[src/design/lfu_cache_lookup_insert_macros.svh]
// ----------------------------------------------------------------------------
// LFU cache assertion macros
// Shared property wrappers, clocked on i_clk and disabled in reset.
// ----------------------------------------------------------------------------
`ifndef LFU_CACHE_LOOKUP_INSERT_MACROS_SVH
`define LFU_CACHE_LOOKUP_INSERT_MACROS_SVH

// Consequent must hold in the same cycle as the antecedent.
`define LFU_ASSERT_SAME(lbl, ante, cons) \
    lbl: assert property (@(posedge i_clk) disable iff (!i_rst_n) (ante) |-> (cons)) \
        else $error("lfu cache: same-cycle check failed");

// Consequent must hold in the cycle after the antecedent.
`define LFU_ASSERT_NEXT(lbl, ante, cons) \
    lbl: assert property (@(posedge i_clk) disable iff (!i_rst_n) (ante) |=> (cons)) \
        else $error("lfu cache: next-cycle check failed");

`endif

[src/design/lfu_pkg.sv]
// ----------------------------------------------------------------------------
// LFU cache package
// Sizes, codes and controller/datapath command types.
// ----------------------------------------------------------------------------
`default_nettype none

package lfu_pkg;

    localparam int ENTRIES     = 16;
    localparam int COUNT_WIDTH = 16;
    localparam int KEY_W       = 32;
    localparam int DATA_W      = 32;
    localparam int CFG_W       = 5;

    localparam int IDX_W    = (ENTRIES > 1) ? $clog2(ENTRIES) : 1;
    localparam int OCC_W    = $clog2(ENTRIES + 1);
    localparam int LEAVES   = 1 << IDX_W;
    localparam int NODES    = 2 * LEAVES - 1;
    localparam int NKEY_W   = 1 + COUNT_WIDTH + IDX_W;
    // edges for an entry change to reach the tree root
    localparam int TREE_LAT = IDX_W + 1;
    localparam int SETTLE_W = $clog2(TREE_LAT + 1);

    localparam logic [CFG_W-1:0]       CAP_RESET  = CFG_W'(16);
    localparam logic [DATA_W-1:0]      MISS_VALUE = '1;
    localparam logic [COUNT_WIDTH-1:0] COUNT_ONE  = COUNT_WIDTH'(1);

    typedef enum logic {
        ACT_GET = 1'b0,
        ACT_PUT = 1'b1
    } t_action;

    typedef enum logic [1:0] {
        S_IDLE,
        S_MATCH,
        S_UPDATE
    } t_state;

    typedef struct packed {
        logic capture;
        logic match;
        logic update;
    } t_dp_cmd;

endpackage

`default_nettype wire

[src/design/lfu_cache_lookup_insert.sv]
// ----------------------------------------------------------------------------
// LFU cache lookup/insert
// Fully associative key/value cache, least-frequently-used replacement with
// least-recently-used tie-break.
// ----------------------------------------------------------------------------
// Usage:
//   Requests enter on the s_axis channel: tdata = {value, key}, tuser = action
//   (get or put). One response beat leaves on m_axis per request: tdata =
//   {evicted_key, read_value}, tuser = {evicted, hit}.
//   The capacity register is written through i_cfg_wr_en / i_cfg_wr_data;
//   the user must write it only while no request is in flight (not enforced).
//   Sequence: a request beat is captured in S_IDLE, matched in S_MATCH once the
//   victim tree has settled, and applied in S_UPDATE, which loads the result
//   register and then raises its valid. A new request is taken only after the
//   last one has been applied, and its match waits for the registered min tree
//   to reflect the last update before the next replacement decision. Reset: all
//   entries invalid, occupancy zero, capacity 16; the first request waits in S_MATCH for the tree to fill.
//   Stall: a held response sits in the result register; the next request is
//   still taken and its match done, but it is not applied until that response
//   has been accepted downstream.
// ----------------------------------------------------------------------------
`default_nettype none

module lfu_cache_lookup_insert
    import lfu_pkg::*;
(
    input  wire logic                    i_clk,
    input  wire logic                    i_rst_n,
    // request channel
    input  wire logic                    i_s_axis_tvalid,
    output logic                         o_s_axis_tready,
    input  wire logic [KEY_W+DATA_W-1:0] i_s_axis_tdata,  // key, value
    input  wire logic                    i_s_axis_tuser,  // action
    // response channel
    output logic                         o_m_axis_tvalid,
    input  wire logic                    i_m_axis_tready,
    output logic [DATA_W+KEY_W-1:0]      o_m_axis_tdata,  // read_value, evicted_key
    output logic [1:0]                   o_m_axis_tuser,  // hit, evicted
    // capacity register
    input  wire logic                    i_cfg_wr_en,
    input  wire logic [CFG_W-1:0]        i_cfg_wr_data
);

    t_dp_cmd           cmd;
    logic              res_hit;
    logic              res_ev;
    logic [DATA_W-1:0] res_rd;
    logic [KEY_W-1:0]  res_evkey;

    // sequencing and response valid
    lfu_ctrl u_ctrl (
        .i_clk      (i_clk),
        .i_rst_n    (i_rst_n),
        .i_s_tvalid (i_s_axis_tvalid),
        .o_s_tready (o_s_axis_tready),
        .i_m_tready (i_m_axis_tready),
        .o_m_tvalid (o_m_axis_tvalid),
        .o_cmd      (cmd)
    );

    // entries, match, victim tree and result beat
    lfu_dpath u_dpath (
        .i_clk         (i_clk),
        .i_rst_n       (i_rst_n),
        .i_cmd         (cmd),
        .i_cfg_wr_en   (i_cfg_wr_en),
        .i_cfg_wr_data (i_cfg_wr_data),
        .i_action      (i_s_axis_tuser),
        .i_key         (i_s_axis_tdata[KEY_W-1:0]),
        .i_value       (i_s_axis_tdata[KEY_W+DATA_W-1:KEY_W]),
        .o_hit         (res_hit),
        .o_read_value  (res_rd),
        .o_evicted     (res_ev),
        .o_evicted_key (res_evkey)
    );

    assign o_m_axis_tdata = {res_evkey, res_rd};
    assign o_m_axis_tuser = {res_ev, res_hit};

endmodule

`default_nettype wire

[src/design/lfu_ctrl.sv]
// ----------------------------------------------------------------------------
// LFU cache controller
// Request sequencing, victim-tree settle timer and result register valid.
// ----------------------------------------------------------------------------
`default_nettype none
`include "lfu_cache_lookup_insert_macros.svh"

module lfu_ctrl
    import lfu_pkg::*;
(
    input  wire logic    i_clk,
    input  wire logic    i_rst_n,
    input  wire logic    i_s_tvalid,
    output logic         o_s_tready,
    input  wire logic    i_m_tready,
    output logic         o_m_tvalid,
    output t_dp_cmd      o_cmd
);

    t_state              r_state, n_state;
    logic [SETTLE_W-1:0] r_settle;
    logic                r_out_valid;
    logic                go;

    // tree root must be current and the result register free or being accepted
    assign go = (r_settle == '0) && (!r_out_valid || i_m_tready);

    always_comb begin
        n_state = r_state;
        case (r_state)
            S_IDLE: begin
                if (i_s_tvalid) n_state = S_MATCH;
            end
            S_MATCH: begin
                if (go) n_state = S_UPDATE;
            end
            S_UPDATE: begin
                n_state = S_IDLE;
            end
            default: begin
                n_state = S_IDLE;
            end
        endcase
    end

    always_comb begin
        o_s_tready     = 1'b0;
        o_cmd          = '0;
        case (r_state)
            S_IDLE: begin
                o_s_tready  = 1'b1;
                o_cmd.capture = i_s_tvalid;
            end
            S_MATCH: begin
                o_cmd.match = 1'b1;
            end
            S_UPDATE: begin
                o_cmd.update = 1'b1;
            end
            default: begin
                o_s_tready = 1'b0;
            end
        endcase
    end

    always_ff @(posedge i_clk) begin
        if (!i_rst_n) begin
            r_state     <= S_IDLE;
            r_settle    <= SETTLE_W'(TREE_LAT);
            r_out_valid <= 1'b0;
        end else begin
            r_state <= n_state;
            if (r_state == S_UPDATE) begin
                r_settle <= SETTLE_W'(TREE_LAT);
            end else if (r_settle != '0) begin
                r_settle <= r_settle - SETTLE_W'(1);
            end
            if (r_state == S_UPDATE) begin
                r_out_valid <= 1'b1;
            end else if (i_m_tready) begin
                r_out_valid <= 1'b0;
            end
        end
    end

    assign o_m_tvalid = r_out_valid;

    `LFU_ASSERT_SAME(a_update_into_free_slot, r_state == S_UPDATE, !r_out_valid)
    `LFU_ASSERT_NEXT(a_hold_until_settled, (r_state == S_MATCH) && (r_settle != '0), r_state == S_MATCH)

endmodule

`default_nettype wire

[src/design/lfu_dpath.sv]
// ----------------------------------------------------------------------------
// LFU cache datapath
// Entry registers, key match, registered victim tree and result register.
// ----------------------------------------------------------------------------
`default_nettype none
`include "lfu_cache_lookup_insert_macros.svh"

module lfu_dpath
    import lfu_pkg::*;
(
    input  wire logic              i_clk,
    input  wire logic              i_rst_n,
    input  wire t_dp_cmd           i_cmd,
    input  wire logic              i_cfg_wr_en,
    input  wire logic [CFG_W-1:0]  i_cfg_wr_data,
    input  wire logic              i_action,
    input  wire logic [KEY_W-1:0]  i_key,
    input  wire logic [DATA_W-1:0] i_value,
    output logic                   o_hit,
    output logic [DATA_W-1:0]      o_read_value,
    output logic                   o_evicted,
    output logic [KEY_W-1:0]       o_evicted_key
);

    logic [CFG_W-1:0]       r_cap_cfg;

    logic [ENTRIES-1:0]     r_valid;
    logic [OCC_W-1:0]       r_occ;
    logic [KEY_W-1:0]       r_key   [ENTRIES];
    logic [DATA_W-1:0]      r_data  [ENTRIES];
    logic [COUNT_WIDTH-1:0] r_count [ENTRIES];
    logic [IDX_W-1:0]       r_rank  [ENTRIES];

    t_action                r_in_action;
    logic [KEY_W-1:0]       r_in_key;
    logic [DATA_W-1:0]      r_in_value;

    logic                   r_hit;
    logic [IDX_W-1:0]       r_midx;

    logic [NKEY_W-1:0]      r_node_key [NODES];
    logic [IDX_W-1:0]       r_node_idx [NODES];

    logic                   r_res_hit;
    logic [DATA_W-1:0]      r_res_rd;
    logic                   r_res_ev;
    logic [KEY_W-1:0]       r_res_evkey;

    logic                   m_hit;
    logic [IDX_W-1:0]       m_idx;
    logic [IDX_W-1:0]       free_idx;
    logic [OCC_W-1:0]       cap;
    logic                   is_put;
    logic                   cap_on;
    logic                   do_touch;
    logic                   do_fill;
    logic                   do_evict;
    logic                   promote;
    logic [IDX_W-1:0]       promote_idx;
    logic [IDX_W-1:0]       base_rank;
    logic [IDX_W-1:0]       top_rank;
    logic [IDX_W-1:0]       victim;

    // capacity register
    always_ff @(posedge i_clk) begin
        if (!i_rst_n) begin
            r_cap_cfg <= CAP_RESET;
        end else if (i_cfg_wr_en) begin
            r_cap_cfg <= i_cfg_wr_data;
        end
    end

    assign cap = (32'(r_cap_cfg) > 32'(ENTRIES)) ? OCC_W'(ENTRIES) : OCC_W'(r_cap_cfg);

    always_ff @(posedge i_clk) begin
        if (i_cmd.capture) begin
            r_in_action <= t_action'(i_action);
            r_in_key    <= i_key;
            r_in_value  <= i_value;
        end
    end

    // parallel key compare
    always_comb begin
        m_hit = 1'b0;
        m_idx = '0;
        for (int i = ENTRIES - 1; i >= 0; i--) begin
            if (r_valid[i] && (r_key[i] == r_in_key)) begin
                m_hit = 1'b1;
                m_idx = IDX_W'(i);
            end
        end
    end

    always_ff @(posedge i_clk) begin
        if (i_cmd.match) begin
            r_hit  <= m_hit;
            r_midx <= m_idx;
        end
    end

    // first free slot
    always_comb begin
        free_idx = '0;
        for (int i = ENTRIES - 1; i >= 0; i--) begin
            if (!r_valid[i]) free_idx = IDX_W'(i);
        end
    end

    // victim tree: heap of registered min nodes, key {invalid, count, rank};
    // an empty slot enters as all ones, whatever its stale payload holds
    for (genvar n = 0; n < NODES; n++) begin : g_node
        if (n < LEAVES - 1) begin : g_int
            always_ff @(posedge i_clk) begin
                if (r_node_key[2*n+1] <= r_node_key[2*n+2]) begin
                    r_node_key[n] <= r_node_key[2*n+1];
                    r_node_idx[n] <= r_node_idx[2*n+1];
                end else begin
                    r_node_key[n] <= r_node_key[2*n+2];
                    r_node_idx[n] <= r_node_idx[2*n+2];
                end
            end
        end else if (n - (LEAVES - 1) < ENTRIES) begin : g_leaf
            localparam int L = n - (LEAVES - 1);
            always_ff @(posedge i_clk) begin
                r_node_key[n] <= r_valid[L] ? {1'b0, r_count[L], r_rank[L]} : '1;
                r_node_idx[n] <= IDX_W'(L);
            end
        end else begin : g_pad
            always_ff @(posedge i_clk) begin
                r_node_key[n] <= '1;
                r_node_idx[n] <= '0;
            end
        end
    end

    assign victim = r_node_idx[0];

    // update decode
    assign is_put      = (r_in_action == ACT_PUT);
    assign cap_on      = (cap != '0);
    assign do_touch    = r_hit && (!is_put || cap_on);
    assign do_fill     = is_put && cap_on && !r_hit && (r_occ < cap);
    assign do_evict    = is_put && cap_on && !r_hit && !(r_occ < cap);
    assign promote     = do_touch || do_evict;
    assign promote_idx = do_touch ? r_midx : victim;
    assign base_rank   = r_rank[promote_idx];
    assign top_rank    = IDX_W'(r_occ - OCC_W'(1));

    // control state of the entries
    always_ff @(posedge i_clk) begin
        if (!i_rst_n) begin
            r_valid <= '0;
            r_occ   <= '0;
        end else if (i_cmd.update && do_fill) begin
            r_valid[free_idx] <= 1'b1;
            r_occ             <= r_occ + OCC_W'(1);
        end
    end

    // entry payload
    always_ff @(posedge i_clk) begin
        if (i_cmd.update) begin
            if (promote) begin
                for (int i = 0; i < ENTRIES; i++) begin
                    if (r_valid[i] && (IDX_W'(i) != promote_idx) &&
                        (r_rank[i] > base_rank)) begin
                        r_rank[i] <= r_rank[i] - IDX_W'(1);
                    end
                end
                r_rank[promote_idx] <= top_rank;
            end
            if (do_touch) begin
                if (r_count[r_midx] != '1) r_count[r_midx] <= r_count[r_midx] + COUNT_ONE;
                if (is_put) r_data[r_midx] <= r_in_value;
            end
            if (do_evict) begin
                r_key[victim]   <= r_in_key;
                r_data[victim]  <= r_in_value;
                r_count[victim] <= COUNT_ONE;
            end
            if (do_fill) begin
                r_key[free_idx]   <= r_in_key;
                r_data[free_idx]  <= r_in_value;
                r_count[free_idx] <= COUNT_ONE;
                r_rank[free_idx]  <= IDX_W'(r_occ);
            end
        end
    end

    // result register
    always_ff @(posedge i_clk) begin
        if (i_cmd.update) begin
            r_res_hit   <= r_hit;
            r_res_rd    <= (!is_put && r_hit) ? r_data[r_midx] : MISS_VALUE;
            r_res_ev    <= do_evict;
            r_res_evkey <= do_evict ? r_key[victim] : '0;
        end
    end

    assign o_hit         = r_res_hit;
    assign o_read_value  = r_res_rd;
    assign o_evicted     = r_res_ev;
    assign o_evicted_key = r_res_evkey;

    `LFU_ASSERT_SAME(a_occ_matches_valid, 1'b1, $countones(r_valid) == 32'(r_occ))
    `LFU_ASSERT_SAME(a_occ_in_range, 1'b1, 32'(r_occ) <= 32'(ENTRIES))

endmodule

`default_nettype wire
[config.mk]
export PLATFORM = sky130hd
export DESIGN_NAME = lfu_cache_lookup_insert
export DESIGN_NICKNAME = d
export VERILOG_FILES = /design/src/design/lfu_pkg.sv /design/src/design/lfu_cache_lookup_insert.sv /design/src/design/lfu_ctrl.sv /design/src/design/lfu_dpath.sv
export VERILOG_INCLUDE_DIRS = /design/src /design/src/design
export SDC_FILE = /design/constraint.sdc
export NUM_CORES = 2
export LEC_CHECK = 0
export BUFFER_PORTS_ARGS = -buffer_cell sky130_fd_sc_hd__buf_4
export CAP_MARGIN = 15
export CORE_AREA = 4 4 617 619
export CTS_CLUSTER_DIAMETER = 80
export CTS_CLUSTER_SIZE = 30
export DETAILED_ROUTE_END_ITERATION = 10
export DIE_AREA = 0 0 621 623
export PLACE_DENSITY = 0.36
export SYNTH_ARGS = -nofsm -noshare
export SYNTH_HDL_FRONTEND = slang
export SYNTH_SLANG_ARGS = --single-unit
[constraint.sdc]
create_clock -name i_clk -period 10.2 [get_ports i_clk]
set_input_delay 2.04 -clock i_clk [delete_from_list [all_inputs] [get_ports i_clk]]
set_output_delay 2.04 -clock i_clk [all_outputs]
set_load 0.02 [all_outputs]
# After elaboration in Yosys (flattened, before gate mapping)
# Memories as Yosys holds them, arrays and structs flattened. A register that Yosys moved wholly into a read port is not among the register bits.
# Index checks and enable logic that the tools add are counted.
# classes
addsub,20
multipliers,0
div,0
order_cmp,35
eq_ne,36
n_shift,0
n_mux,235
bitwise_logic,32
reduce_logical,84
# ops
operator,n
$mux 21,31
$eq 32x32->1,16
$le 21x21->1,15
$mux 4,47
$mux 1,141
$mux 32,3
$reduce_or 32->1,3
$sub 4x1->4 const B,17
$gt 4x4->1,16
$logic_and 1x1->1,57
$mux 16,2
$ne 4x4->1 const A,8
$reduce_or 16->1,2
$or 1x1->1,30
$add 16x1->16 const B,1
$ne 16x16->1 const B,1
$ne 3x4->1 const A,4
$or 16x16->16,1
$reduce_or 15->1,1
$mux 3,4
$mux 2,4
$ne 2x4->1 const A,2
$reduce_or 4->1,2
$reduce_or 8->1,1
25 further kinds,33
# word_totals
ff_bits,104
latch_bits,0
ram_bits,2119
romBits,0
in_bits,75
output_inout_bits,68
word_cells,464
memories,6
# mem_list
name,words,word_bits,read_ports,rd_ports_with_merged_regs,wr,line,source
u_dpath.r_node_key,31,21,30,0,31,lfu_dpath.sv:41,logic [NKEY_W-1:0] r_node_key [NODES];
u_dpath.r_data,16,32,1,1,1,lfu_dpath.sv:30,logic [DATA_W-1:0] r_data [ENTRIES];
u_dpath.r_key,16,32,17,1,1,lfu_dpath.sv:29,logic [KEY_W-1:0] r_key [ENTRIES];
u_dpath.r_count,16,16,17,0,1,lfu_dpath.sv:31,logic [COUNT_WIDTH-1:0] r_count [ENTRIES];
u_dpath.r_node_idx,31,4,31,0,31,lfu_dpath.sv:42,logic [IDX_W-1:0] r_node_idx [NODES];
u_dpath.r_rank,16,4,17,0,17,lfu_dpath.sv:32,logic [IDX_W-1:0] r_rank [ENTRIES];

# Depth between registers and ports, before layout
# depth
word_depth,21
ltp_mapped,19
depth_no_buf,16

# Cells and area by module
# Synthesis repeated with hierarchy kept, for this count alone.
# unflattened
hier_cells,6136
area_unflattened_um2,93449.6
# by_module_without_submodules
module,n_inst,cells_per_inst,area_each_um2,seq_area_each_um2
lfu_dpath,1,6103,93141.8,58095.7
lfu_ctrl,1,31,292.8,120.1
lfu_cache_lookup_insert,1,2,15.0,0.0

# Worst setup path before layout
# Ideal clock, no wire load.
# synth_path
path_type,register to register
from,register u_dpath.r_midx[0]
to,"memory u_dpath.r_rank[14][0] (netlist name), enable pin"
setup_ns,0.379
t_arrival_ns,4.429
t_required_ns,9.821
setup_slack_ns,5.392
path_stages_with_launch,15
n_path_buf,6
period_less_slack_ns,4.808
path_cell_list,edfxtp_1 -> buf_4 -> buf_4 -> buf_2 -> buf_2 -> buf_2 -> mux2i_1 -> clkbuf_1 -> a211oi_1 -> a31oi_1 -> a221oi_1 -> ha_1 -> nand4_1 -> nand2_1 -> o41ai_1
# synth_lines
element,line,source
start: declaration,lfu_dpath.sv:39,logic [IDX_W-1:0] r_midx;
start signal: assignment,lfu_dpath.sv:98,r_midx <= m_idx;
end: declaration,lfu_dpath.sv:32,

==> reports/summary.txt <==
most used cell along the critical path -> o21a_1
Setup CP Type -> reg -> reg
fin. max-slew vios -> 0
Wirelength per Cell -> 27.91 um
initial antenna violation count -> 45
via density per instance -> 4.506
Post-Syn Instances -> 6219
Worst Path Required -> 10.66 ns
share of layout cells above drive strength 1 -> 0.2030
period utilization -> 0.5293
clk buf depth -> 4
maximum VDD drop -> 116.4 uV
Startpoint Class -> register
Starting Density -> 0.2491
CTS tree -> built
final hold violation count -> 0
PortBufs -> 142
antenna-violating nets left -> 0
post-CTS setup buffer count -> 0
post-synth design cell area -> 0.09342 mm2
Rel. slew slack -> 0.1895
hpwl dp -> 229.5 mm
post-synth top area cell -> edfxtp_1
status -> completed
Die X -> 621 um
cells on worst reg2reg path -> 15
FF-to-FF Start -> u_dpath.r_cap_cfg[4]
GPL Wtd Cong -> 0.8080
core area -> 0.3750 mm2
Primary FF master, synth -> edfxtp_1
Worst-path clk slew -> 0.11 ns
synth top area cells -> edfxtp_1 (48%), dfxtp_1 (15%), mux4_2 (9.6%), ha_1 (5.4%), xnor2_1 (3.8%)
vias in the first global route -> 54504
setup violators final -> 0
Lkg Pwr -> 38.21 nW
WP buf/inv -> 1
syn_area_per_cell -> 15.02 um2
total clock sinks -> 2168
multi-input combinational cell area -> 0.03302 mm2
Slew @ Worst Pin -> 1.203 ns
worst hold start -> u_dpath.r_count[4][11]
unrepaired setup endpoints after global routing -> false
sequential area share after synthesis -> 0.6232
gr usage total -> 0.1620
global-route wire length before repair -> 446.8 mm
CP delay by family, top -> compound AO/OA/AOI/OAI gates
nets@finish -> 6879
fmax -> 0.1852 GHz
library cells used by synthesis -> 85
Worst-Skew Late Latency -> 0.92 ns
Rows -> 225
fillers -> 37786
vias post-DR -> 51926
async set-reset flop share out of synthesis -> 0
pwr/cell area -> 164.5 mW/mm2
drt first pass iters -> 5
# DRC -> 0
CTS buffer count -> 152
final wirelength -> 321.6 mm
register area -> 0.05823 mm2
number of H-tree levels -> 4
r2r endpoint -> u_dpath.r_rank[0][3]
Boundary Pins -> 143
Hold Path Stages -> 1
EDFF count, synth -> 1480
CP arrival -> 5.86 ns
Yosys top cell area share -> 0.4757
CP Capture Type -> register
Area Overhead vs Synth -> 14.43%
die area -> 0.3869 mm2
smallest hold slack -> 0.4359 ns
Max-Cap Viols -> 0
CP max FO -> 41
largest net degree at the start of global routing -> 130
#FFs+latches synth -> 2168
min Tclk post-route -> 5.399 ns
clock root buffer -> clkbuf_16
Final TNS setup -> 0 ns
Die Ht -> 623 um
CTS resizes -> 0
CP peak stage delay -> 0.97 ns
Reg2Reg Setup Slack -> 4.80 ns
YS warnings -> 0
WHS Endpoint -> u_dpath.r_node_key[19][15]
hold_buf cts -> 0
crit-path cells -> nor3_1, nand2_1, o21ai_2, mux2i_4, nor2_1, a211oi_1, a31oi_1, a221oi_2, buf_4, ha_1, nor2b_1, o21a_1, o21a_1, o221ai_1, o21ai_0
grt ovf -> 0
Worst Clk Skew -> 0.09865 ns
Slowest cell on crit path -> mux2i_4
syn_nets -> 6698
Power Total -> 17.58 mW
Worst Hold Class -> reg -> reg
Iter 0 DRT Violations -> 3833
## logic make-up after synthesis
logic type	Yosys count	synth area share
adder cells (fa/ha/maj)	404	0.05411
AND/OR/NAND/NOR	1168	0.07037
XOR/XNOR	555	0.05219
AO/OA/AOI/OAI	536	0.03718
flip-flops	2168	0.6232
multiplexers	727	0.1349
buffers and inverters	661	0.02814
## per-layer routing
metal,track usage,vias up,wire (um)
met5,0,-,13
met4,0.03757,2,7516
met3,0.01810,298,11450
met2,0.2781,988,157500
met1,0.2188,27243,145200
li1,-,23395,-
## placed cells by master (no fill, tap or decap), drive strengths merged, types with 169 or more instances in the layout
| master | synthesis | final |
|---|---|---|
| edfxtp | 1480 | 1480 |
| dfxtp | 688 | 688 |
| inv | 390 | 449 |
| xnor2 | 409 | 409 |
| ha | 404 | 404 |
| mux4 | 400 | 400 |
| nand2b | 346 | 346 |
| buf | 92 | 298 |
| mux2 | 250 | 250 |
| nand2 | 218 | 218 |
| o21ai | 169 | 169 |
## worst max-delay path by stage
stage	slack, ns	endpoint	start	cells after the start
after CTS	4.76	u_dpath.r_rank[0][3]	u_dpath.r_cap_cfg[4]	15
final	4.80	u_dpath.r_rank[0][3]	u_dpath.r_cap_cfg[4]	15
after global routing	4.35	u_dpath.r_rank[0][3]	u_dpath.r_cap_cfg[4]	15
after floorplan	5.39	u_dpath.r_rank[14][0]	u_dpath.r_midx[0]	14
after global placement	4.73	u_dpath.r_rank[13][1]	u_dpath.r_cap_cfg[4]	12
after detailed placement	4.83	u_dpath.r_rank[1][2]	u_dpath.r_cap_cfg[4]	15
## synthesized netlist by cell type, types with 4 or more instances
| cell | instances |
|---|---|
| a2111oi_0 | 6 |
| a211oi_1 | 20 |
| a21boi_0 | 4 |
| a21o_1 | 83 |
| a21oi_1 | 100 |
| a31oi_1 | 12 |
| a41oi_1 | 15 |
| and2_1 | 14 |
| and4_1 | 23 |
| buf_1 | 34 |
| buf_2 | 41 |
| buf_4 | 11 |
| buf_6 | 6 |
| clkbuf_1 | 178 |
| dfxtp_1 | 688 |
| edfxtp_1 | 1480 |
| ha_1 | 404 |
| inv_1 | 390 |
| mux2_2 | 249 |
| mux2i_1 | 77 |
| mux4_2 | 400 |
| nand2_1 | 206 |
| nand2_2 | 8 |
| nand2b_1 | 345 |
| nand3_1 | 48 |
| nand3_2 | 4 |
| nand4_1 | 156 |
| nor2_1 | 112 |
| nor2b_1 | 107 |
| nor3_1 | 43 |
| nor4_1 | 52 |
| nor4bb_1 | 5 |
| o211ai_1 | 10 |
| o21a_1 | 60 |
| o21ai_0 | 163 |
| o21bai_1 | 5 |
| o221ai_1 | 11 |
| o22ai_1 | 6 |
| o41ai_1 | 5 |
| or2_2 | 4 |
| or3_1 | 6 |
| or4_1 | 13 |
| xnor2_1 | 408 |
| xor2_1 | 145 |
## power breakdown
group          total (mW)  switching [mW]  internal (mW)
logic               0.985           0.631          0.353
registers            9.49          0.0511           9.44
clock network        7.11            3.81           3.30
total                17.6            4.49           13.1
## area by class of cell
cell class / count / share of cell area
Sequential cell: 2168 / 0.5447
Multi-Input combinational cell: 3390 / 0.3089
Clock inverter: 111 / 0.01545
Clock buffer: 164 / 0.03700
Antenna cell: 9 / 0.0002107
Tap cell: 4994 / 0.05845
Timing Repair Buffer: 298 / 0.02157
Inverter: 390 / 0.01372
## stage by stage
step	utilization	setup slack [ns]	instance area, um2	cells
2_1_floorplan	-	5.392	93420	6219
3_3_place_gp	0.2699	4.726	101200	11236
3_5_place_dp	0.2701	4.831	101300	11240
4_1_cts	0.2850	4.761	106900	11515
5_1_grt	0.2850	4.352	106900	11518
6_report	0.2851	4.801	106900	11524
## state kept, by name, summed over array words and instances (netlist names)
signal / count
u_dpath.r_node_key: 630
u_dpath.r_data: 512
u_dpath.r_key: 512
u_dpath.r_count: 256
u_dpath.r_rank: 64
u_dpath.o_evicted_key: 32
u_dpath.o_read_value: 32
u_dpath.r_in_key: 32
u_dpath.r_in_value: 32
u_dpath.r_node_idx: 26
u_dpath.r_valid: 16
u_dpath.r_cap_cfg: 5
u_dpath.r_occ: 5
u_dpath.r_midx: 4
u_ctrl.r_settle: 3
u_ctrl.r_state: 2
u_ctrl.o_m_tvalid: 1
u_dpath.is_put: 1
u_dpath.o_evicted: 1
u_dpath.o_hit: 1
u_dpath.r_hit: 1
Power figures use the tool's default switching activity.
